--- config.mk ---
export PLATFORM = sky130hd
export DESIGN_NAME = pid_position_delta_controller
export DESIGN_NICKNAME = d
export VERILOG_FILES = /design/src/hdl/pdc_pkg.sv /design/src/hdl/pid_position_delta_controller.sv
export SDC_FILE = /design/constraint.sdc
export NUM_CORES = 2
export LEC_CHECK = 0
export ABC_AREA = 1
export BUFFER_PORTS_ARGS = -buffer_cell sky130_fd_sc_hd__buf_4
export CORE_MARGIN = 4
export CORE_UTILIZATION = 30
export DETAILED_ROUTE_END_ITERATION = 16
export PLACE_DENSITY = 0.51
export REMOVE_ABC_BUFFERS = 1
export SETUP_SLACK_MARGIN = 0.3
export SYNTH_ARGS = -nofsm -noshare
export SYNTH_HDL_FRONTEND = slang
export SYNTH_SLANG_ARGS = --single-unit
--- constraint.sdc ---
create_clock -name clock -period 19.4 [get_ports clock]
set_input_delay 0.97 -clock clock [delete_from_list [all_inputs] [get_ports clock]]
set_output_delay 0.97 -clock clock [all_outputs]
set_load 0.01 [all_outputs]
--- src/hdl/pdc_pkg.sv ---
// ----------------------------------------------------------------------------
// PID controller package
// Shared widths, register indexes, modes and reset values.
// ----------------------------------------------------------------------------
package pdc_pkg;

   localparam int DEFAULT_SAMPLE_WIDTH   = 16;
   localparam int DEFAULT_GAIN_FRAC_BITS = 8;

   localparam int GAIN_W      = 16;
   localparam int LIMIT_W     = 15;
   localparam int DRIVE_W     = 16;
   localparam int CSR_INDEX_W = 3;
   localparam int CSR_DATA_W  = 16;

   localparam logic [LIMIT_W-1:0] LIMIT_RESET = {LIMIT_W{1'b1}};

   typedef enum logic {
      MODE_POSITIONAL  = 1'b0,
      MODE_INCREMENTAL = 1'b1
   } mode_type;

   typedef enum logic [CSR_INDEX_W-1:0] {
      CSR_MODE           = 3'd0,
      CSR_KP_GAIN        = 3'd1,
      CSR_KI_GAIN        = 3'd2,
      CSR_KD_GAIN        = 3'd3,
      CSR_OUT_LIMIT      = 3'd4,
      CSR_INTEGRAL_LIMIT = 3'd5
   } csr_index_type;

endpackage

--- src/hdl/pid_position_delta_controller.sv ---
// ----------------------------------------------------------------------------
// PID controller, positional or incremental, fixed point
// Input stage, then multiply-add-clamp stage (which also updates state) into the
// result register; one transfer per cycle while the result is not stalled.
// Synchronous reset clears errors, accumulators, gains, mode; limits to max.
// ----------------------------------------------------------------------------
module pid_position_delta_controller #(
   parameter int SAMPLE_WIDTH   = pdc_pkg::DEFAULT_SAMPLE_WIDTH,
   parameter int GAIN_FRAC_BITS = pdc_pkg::DEFAULT_GAIN_FRAC_BITS
) (
   input  logic                                  clock,
   input  logic                                  reset,

   input  logic                                  req_valid,
   output logic                                  req_stall,
   input  logic                                  req_clear,
   input  logic signed [SAMPLE_WIDTH-1:0]        req_set_point,
   input  logic signed [SAMPLE_WIDTH-1:0]        req_feedback,

   output logic                                  rsp_valid,
   input  logic                                  rsp_stall,
   output logic signed [pdc_pkg::DRIVE_W-1:0]    rsp_drive,
   output logic                                  rsp_saturated,

   input  logic                                  csr_write_enable,
   input  logic [pdc_pkg::CSR_INDEX_W-1:0]       csr_index,
   input  logic [pdc_pkg::CSR_DATA_W-1:0]        csr_write_data
);

   localparam int ERR_W = SAMPLE_WIDTH + 1;
   localparam int D1_W  = SAMPLE_WIDTH + 2;
   localparam int D2_W  = SAMPLE_WIDTH + 3;
   localparam int P_W   = pdc_pkg::GAIN_W + D2_W;
   localparam int ACC_W = pdc_pkg::LIMIT_W + GAIN_FRAC_BITS + 1;
   localparam int SUM_W = ((P_W > ACC_W) ? P_W : ACC_W) + 3;

   // configuration registers
   pdc_pkg::mode_type                   mode_ff;
   logic signed [pdc_pkg::GAIN_W-1:0]   kp_gain_ff;
   logic signed [pdc_pkg::GAIN_W-1:0]   ki_gain_ff;
   logic signed [pdc_pkg::GAIN_W-1:0]   kd_gain_ff;
   logic [pdc_pkg::LIMIT_W-1:0]         out_limit_ff;
   logic [pdc_pkg::LIMIT_W-1:0]         integral_limit_ff;

   // input stage
   logic                     s1_valid_ff;
   logic                     s1_clear_ff;
   logic signed [ERR_W-1:0]  s1_error_ff;
   logic signed [ERR_W-1:0]  s1_error_in;

   // controller state
   logic signed [ERR_W-1:0]  error_last_ff;
   logic signed [ERR_W-1:0]  error_before_last_ff;
   logic signed [ACC_W-1:0]  integral_acc_ff;
   logic signed [ACC_W-1:0]  output_acc_ff;
   logic signed [ACC_W-1:0]  integral_acc_in;
   logic signed [ACC_W-1:0]  output_acc_in;

   // result register
   logic                                rsp_valid_ff;
   logic signed [pdc_pkg::DRIVE_W-1:0]  rsp_drive_ff;
   logic                                rsp_saturated_ff;
   logic                                rsp_saturated_in;

   logic out_free;
   logic s1_advance;

   logic signed [D1_W-1:0]   diff1;
   logic signed [D2_W-1:0]   diff2;
   logic signed [D1_W-1:0]   kp_opnd;
   logic signed [D2_W-1:0]   kd_opnd;
   logic signed [P_W-1:0]    kp_prod;
   logic signed [P_W-1:0]    ki_prod;
   logic signed [P_W-1:0]    kd_prod;
   logic signed [SUM_W-1:0]  olim;
   logic signed [SUM_W-1:0]  ilim;
   logic signed [SUM_W-1:0]  i_sum;
   logic signed [SUM_W-1:0]  i_clamped;
   logic signed [SUM_W-1:0]  v_sum;

   // ------------------------------------------------------------------
   // configuration
   // ------------------------------------------------------------------
   always_ff @(posedge clock) begin
      if (reset) begin
         mode_ff           <= pdc_pkg::MODE_POSITIONAL;
         kp_gain_ff        <= '0;
         ki_gain_ff        <= '0;
         kd_gain_ff        <= '0;
         out_limit_ff      <= pdc_pkg::LIMIT_RESET;
         integral_limit_ff <= pdc_pkg::LIMIT_RESET;
      end else if (csr_write_enable) begin
         unique case (pdc_pkg::csr_index_type'(csr_index))
            pdc_pkg::CSR_MODE:
               mode_ff <= pdc_pkg::mode_type'(csr_write_data[0]);
            pdc_pkg::CSR_KP_GAIN:        kp_gain_ff <= signed'(csr_write_data);
            pdc_pkg::CSR_KI_GAIN:        ki_gain_ff <= signed'(csr_write_data);
            pdc_pkg::CSR_KD_GAIN:        kd_gain_ff <= signed'(csr_write_data);
            pdc_pkg::CSR_OUT_LIMIT:
               out_limit_ff <= csr_write_data[pdc_pkg::LIMIT_W-1:0];
            pdc_pkg::CSR_INTEGRAL_LIMIT:
               integral_limit_ff <= csr_write_data[pdc_pkg::LIMIT_W-1:0];
            default: ;
         endcase
      end
   end

   // ------------------------------------------------------------------
   // handshake
   // ------------------------------------------------------------------
   assign out_free   = !rsp_valid_ff || !rsp_stall;
   assign s1_advance = s1_valid_ff && out_free;
   assign req_stall  = s1_valid_ff && !out_free;

   assign s1_error_in = ERR_W'(req_set_point) - ERR_W'(req_feedback);

   always_ff @(posedge clock) begin
      if (reset) begin
         s1_valid_ff <= 1'b0;
      end else if (!req_stall) begin
         s1_valid_ff <= req_valid;
      end
   end

   always_ff @(posedge clock) begin
      if (req_valid && !req_stall) begin
         s1_clear_ff <= req_clear;
         s1_error_ff <= s1_error_in;
      end
   end

   // ------------------------------------------------------------------
   // datapath
   // ------------------------------------------------------------------
   assign diff1 = D1_W'(s1_error_ff) - D1_W'(error_last_ff);
   assign diff2 = D2_W'(s1_error_ff) - (D2_W'(error_last_ff) <<< 1)
                  + D2_W'(error_before_last_ff);

   // positional uses e and e-e1; incremental uses e-e1 and e-2e1+e2
   assign kp_opnd = (mode_ff == pdc_pkg::MODE_INCREMENTAL) ? diff1 : D1_W'(s1_error_ff);
   assign kd_opnd = (mode_ff == pdc_pkg::MODE_INCREMENTAL) ? diff2 : D2_W'(diff1);

   assign kp_prod = P_W'(kp_gain_ff) * P_W'(kp_opnd);
   assign ki_prod = P_W'(ki_gain_ff) * P_W'(s1_error_ff);
   assign kd_prod = P_W'(kd_gain_ff) * P_W'(kd_opnd);

   assign olim = signed'(SUM_W'({out_limit_ff, {GAIN_FRAC_BITS{1'b0}}}));
   assign ilim = signed'(SUM_W'({integral_limit_ff, {GAIN_FRAC_BITS{1'b0}}}));

   always_comb begin
      i_sum = SUM_W'(integral_acc_ff) + SUM_W'(ki_prod);
      if (i_sum > ilim) begin
         i_clamped = ilim;
      end else if (i_sum < -ilim) begin
         i_clamped = -ilim;
      end else begin
         i_clamped = i_sum;
      end

      if (mode_ff == pdc_pkg::MODE_INCREMENTAL) begin
         v_sum = SUM_W'(output_acc_ff) + SUM_W'(kp_prod) + SUM_W'(ki_prod)
                 + SUM_W'(kd_prod);
         integral_acc_in = integral_acc_ff;
      end else begin
         v_sum = SUM_W'(kp_prod) + i_clamped + SUM_W'(kd_prod);
         integral_acc_in = ACC_W'(i_clamped);
      end

      if (v_sum > olim) begin
         output_acc_in    = ACC_W'(olim);
         rsp_saturated_in = 1'b1;
      end else if (v_sum < -olim) begin
         output_acc_in    = ACC_W'(-olim);
         rsp_saturated_in = 1'b1;
      end else begin
         output_acc_in    = ACC_W'(v_sum);
         rsp_saturated_in = 1'b0;
      end

      // a clear zeroes everything and reports a quiet result
      if (s1_clear_ff) begin
         integral_acc_in  = '0;
         output_acc_in    = '0;
         rsp_saturated_in = 1'b0;
      end
   end

   always_ff @(posedge clock) begin
      if (reset) begin
         error_last_ff        <= '0;
         error_before_last_ff <= '0;
         integral_acc_ff      <= '0;
         output_acc_ff        <= '0;
      end else if (s1_advance) begin
         error_last_ff        <= s1_clear_ff ? '0 : s1_error_ff;
         error_before_last_ff <= s1_clear_ff ? '0 : error_last_ff;
         integral_acc_ff      <= integral_acc_in;
         output_acc_ff        <= output_acc_in;
      end
   end

   // ------------------------------------------------------------------
   // result register
   // ------------------------------------------------------------------
   always_ff @(posedge clock) begin
      if (reset) begin
         rsp_valid_ff <= 1'b0;
      end else if (out_free) begin
         rsp_valid_ff <= s1_valid_ff;
      end
   end

   // drive is the floor of the accumulator's integer part
   always_ff @(posedge clock) begin
      if (s1_advance) begin
         rsp_drive_ff     <= output_acc_in[ACC_W-1:GAIN_FRAC_BITS];
         rsp_saturated_ff <= rsp_saturated_in;
      end
   end

   assign rsp_valid     = rsp_valid_ff;
   assign rsp_drive     = rsp_drive_ff;
   assign rsp_saturated = rsp_saturated_ff;

`ifndef SYNTHESIS
   a_sat_at_limit: assert property (@(posedge clock) disable iff (reset)
      rsp_valid_ff && rsp_saturated_ff |->
         (rsp_drive_ff == signed'(pdc_pkg::DRIVE_W'(out_limit_ff))) ||
         (rsp_drive_ff == -signed'(pdc_pkg::DRIVE_W'(out_limit_ff))))
      else $error("saturated result not at the output limit");

   a_clear_zeroes: assert property (@(posedge clock) disable iff (reset)
      s1_advance && s1_clear_ff |=>
         (error_last_ff == '0) && (output_acc_ff == '0) && (rsp_drive_ff == '0))
      else $error("clear did not zero state and result");

   a_incr_holds_integral: assert property (@(posedge clock) disable iff (reset)
      s1_advance && !s1_clear_ff && (mode_ff == pdc_pkg::MODE_INCREMENTAL) |=>
         $stable(integral_acc_ff))
      else $error("integral changed in incremental mode");
`endif

endmodule

==> results.txt <==
----------------------------------------------------
[Place]
  Cell area after placement ... just under 60000 um^2
  Number of input and output port buffers inserted ... 75
  RePlAce Congestion ... roughly 0.97
  Count of placed standard cells including taps ... 9821
  Worst slack at placement ... around 1.3 ns
  Detail Placement HPWL ... about 170000 um

[Min path]
  Kind of path behind the tightest hold check ... reg -> reg

[Floorplanning]
  Ports ... 76
  Area of the die ... a little under 200000 um^2
  Initial Util ... slightly above 30%
  Floorplan die height ... 439 um
  Site row count ... 157
  Core region area ... around 180000 um^2
  Width of the chip ... roughly 440 um

[Clock network]
  CTS H-Tree Depth ... 4
  Clock buffers created by TritonCTS ... 17
  Cell at the root of the clock tree ... clkbuf_16
  CTS tree ... built
  TritonCTS sink count ... a little under 200
  Clock Latency Late Sink ... 0.55 ns
  Clock Tree Buf Depth ... 2
  Clock transition at the register clock pins on the worst setup and hold paths after CTS ... around 0.1 ns

[Final layout]
  Number of fill cells ... 19900
  Post-route non-filler standard cell count ... 9864
  Area Overhead vs Synth ... 7.20%
  Number of nets in the layout ... 8937
  Fraction of layout instances using a drive strength above 1 ... 4.64%
  Final cell area excluding filler cells ... between 50000 and 60000 um^2

[Route]
  Number of nets still failing antenna checks after routing ... 0
  Final Routed Wirelength ... between 200000 and 250000 um
  Pre-Repair DR Iteration Count ... 6
  Starting DRC count in detailed routing ... 3364
  Wire per inst ... 20.5 um
  Post-DR vias/cell ... 4.81
  Count of unresolved DRC violations after routing ... 0
  Vias ... roughly 47000

[Global routing]
  Pin count of the biggest net entering global routing ... between 70 and 80
  Global router's overall resource usage ... between 20% and 30%
  First-pass GRT wire length ... about 300000 um
  Total grt overflow ... 0
  Antenna violations before repair ... 8
  Number of global-route vias before repair ... 49100

[Timing]
  Worst slew margin ... under 10%
  Achievable clock frequency ... ~55 MHz
  Final clock period utilization by the worst path ... a little over nine tenths
  Final Hold Fails ... 0
  Total of endpoints with negative setup slack in the final report ... 0
  Setup repair after global routing missed its margin ... false
  Min setup slack post-route ... 1.13 ns
  Pins Over Slew Limit ... 0
  Layout Skew ... 0.0237 ns
  Crit path time final ... ~18 ns
  Worst-Margin Slew ... 1.35 ns
  Final TNS setup ... 0 ns

[Yosys]
  Area share of the largest cell type after synthesis ... 35.8%
  Synth Instances ... between 7000 and 8000
  Cell accounting for the most synthesized area ... fa_1
  Distinct cell type count of the synthesized netlist ... between 60 and 70
  Async SR Flop Fraction ... 0%
  Flops & latches, synth ... just under 200
  Per-instance average area after synthesis ... between 7 and 8 um^2
  Yosys synthesis warning count ... 0
  Dominant synthesized flop cell ... dfxtp_1
  Summed instance area of the synthesized netlist ... roughly 56000 um^2
  Number of enable flip-flop cells after synthesis ... 35
  Main area contributors after synthesis ... fa_1 (36%), inv_1 (12%), ha_1 (11%)
  Sequential fraction of the synthesis area ... 7.73%

[Setup path]
  Maximum fanout along the worst path ... 31
  CP top delay family ... simple AND/OR/NAND/NOR gates
  CP arrival ... between 15 and 20 ns
  Library cell appearing most often on the critical path ... nand2_1
  Critical Path RT ... just under 20 ns
  Startpoint types ... register
  Worst Path Buf+Inv ... 9
  Critical-path cell with the highest stage delay ... edfxtp_1
  Stage delay of the slowest cell on the critical path ... between 0.9 and 1 ns
  Kind of end point of the critical path ... register
  Worst Path Class, Setup ... reg -> reg

[Power]
  Pwr per Cell Area ... 165 nW/um^2
  VDD IR-drop max ... 161 uV
  Leakage power figure ... approximately 30 nW
  Power Total ... 0.00986 W

[Job]
  Count of max-cap constraint violations ... 0

[Status]
  Result of the run ... complete, no violations

----------------------------------------------------
==> placed cells by master, fill, tap and decap left out, types with 13 or more instances in the layout <==
| master | instances |
|---|---|
| nor2_2 | 23 |
| o21ai_0 | 213 |
| clkbuf_16 | 17 |
| xor2_1 | 132 |
| nand3_2 | 32 |
| nand3_1 | 226 |
| fa_1 | 997 |
| edfxtp_1 | 35 |
| o21ai_1 | 32 |
| o211ai_1 | 41 |
| nor2_1 | 507 |
| a21oi_1 | 418 |
| a21oi_2 | 13 |
| xnor2_1 | 78 |
| o21bai_1 | 39 |
| nand2_1 | 1646 |
| clkinv_1 | 16 |
| dfxtp_1 | 162 |
| inv_2 | 13 |
| nand4_1 | 42 |
| inv_1 | 1834 |
| or2_2 | 14 |
| nor3_1 | 41 |
| buf_4 | 146 |
| ha_1 | 500 |
| nand2_2 | 36 |
==> worst reg2reg max path, delay by kind of cell (launching register included) <==
family / cells / cell delay [ns]
buffers and inverters: 9 / 1.27
AO/OA/AOI/OAI: 11 / 3.10
AND/OR/NAND/NOR: 29 / 7.00
adder cells (fa/ha/maj): 12 / 5.27
flip-flops: 1 / 0.95
XOR/XNOR: 2 / 0.56
==> final timing paths <==
| kind | cells after the start | slack, ns | from | to |
|---|---|---|---|---|
| setup / recovery | 63 | 1.13 | s1_error_ff[8]$_DFFE_PP_ | output_acc_ff[2]$_SDFFE_PP0P_ |
| hold / removal | 2 | 0.47 | error_before_last_ff[14]$_SDFFE_PP0P_ | error_before_last_ff[14]$_SDFFE_PP0P_ |
| setup reg to reg | 63 | 1.13 | s1_error_ff[8]$_DFFE_PP_ | output_acc_ff[2]$_SDFFE_PP0P_ |
| hold reg to reg | 2 | 0.47 | error_before_last_ff[14]$_SDFFE_PP0P_ | error_before_last_ff[14]$_SDFFE_PP0P_ |
==> per-stage QoR <==
| step | hold WS, ns | utilization [%] |
|---|---|---|
| 2_1_floorplan | 0.439 | - |
| 3_3_place_gp | 0.452 | 32.1 |
| 3_5_place_dp | 0.457 | 32.1 |
| 4_1_cts | 0.469 | 32.4 |
| 5_1_grt | 0.488 | 32.5 |
| 6_report | 0.467 | 32.5 |
==> sequential cells by signal, indices dropped and copies added (netlist names), 17 cells and up <==
register,flops
error_last_ff,17
error_before_last_ff,17
s1_error_ff,17
integral_acc_ff,24
output_acc_ff,24
==> metal layers <==
layer  routed length, um  global-route usage (%)  vias to the layer above  part of all wire (%)
met5                   7                       0                        -                0.0035
met1               87800                    28.0                    23600                    43
met3               10400                    2.43                      275                   5.1
li1                    -                       -                    22200                     -
met4                9420                    8.80                        2                   4.6
met2               95100                    35.4                     1439                    47
==> kinds of logic (layout without fill, tap and decap cells) <==
family / count (synthesis) / after routing / share of synthesized area [%]
adders and majority gates: 1497 / 1497 / 47.0
AOI/OAI and AO/OA: 833 / 833 / 8.26
muxes: 2 / 2 / 0.0359
DFF: 198 / 198 / 7.73
and+or+nand+nor: 2612 / 2612 / 19.5
xor gates and xnor gates: 211 / 211 / 3.31
buffers and inverters: 2084 / 2043 / 14.2
other: 0 / 4 / 0
==> layout make-up <==
type / instances / area [um^2] / area share [%]
Multi-Input combinational cell: 5155 / 43600 / 72.9
Antenna cell: 4 / 10.0 / 0.0167
Clock buffer: 17 / 425 / 0.711
Inverter: 1863 / 6990 / 11.7
Timing Repair Buffer: 148 / 1140 / 1.90
Tap cell: 2464 / 3080 / 5.16
Clock inverter: 15 / 216 / 0.362
Sequential cell: 198 / 4320 / 7.22
==> synth_stat cells (all sizes together) (2+ instances only) <==
| library cell | instances |
|---|---|
| nor3b | 4 |
| a21boi | 18 |
| inv | 1847 |
| ha | 500 |
| xnor2 | 79 |
| clkinv | 16 |
| a21oi | 431 |
| a22oi | 5 |
| nor2 | 537 |
| o21bai | 39 |
| nand2 | 1683 |
| a31oi | 8 |
| a211oi | 5 |
| o211ai | 41 |
| edfxtp | 35 |
| nand3 | 261 |
| buf | 52 |
| or2 | 19 |
| nor4 | 6 |
| xor2 | 132 |
| nand4 | 43 |
| nor3 | 45 |
| dfxtp | 163 |
| o21ai | 254 |
| and2 | 2 |
| clkbuf | 169 |
| nand3b | 11 |
| o211a | 2 |
| fa | 997 |
| o21a | 11 |
| a21o | 7 |
| mux2i | 2 |
| o31ai | 4 |
| o221ai | 2 |
| o2111ai | 2 |
==> timing repair <==
| item | in CTS | in global routing |
|---|---|---|
| resized for setup | 0 | 1 |
| endpoints found under the hold margin | 0 | 0 |
| hold buffers | 0 | 0 |
| setup buffers | 0 | 7 |
| endpoints found under the setup margin | 0 | 36 |
==> report_power, final <==
part	switching, W	internal [W]
registers	0.0000667	0.000486
clock network	0.000231	0.000180
logic	0.00616	0.00274
total	0.00646	0.00341
Power figures use the tool's default switching activity.
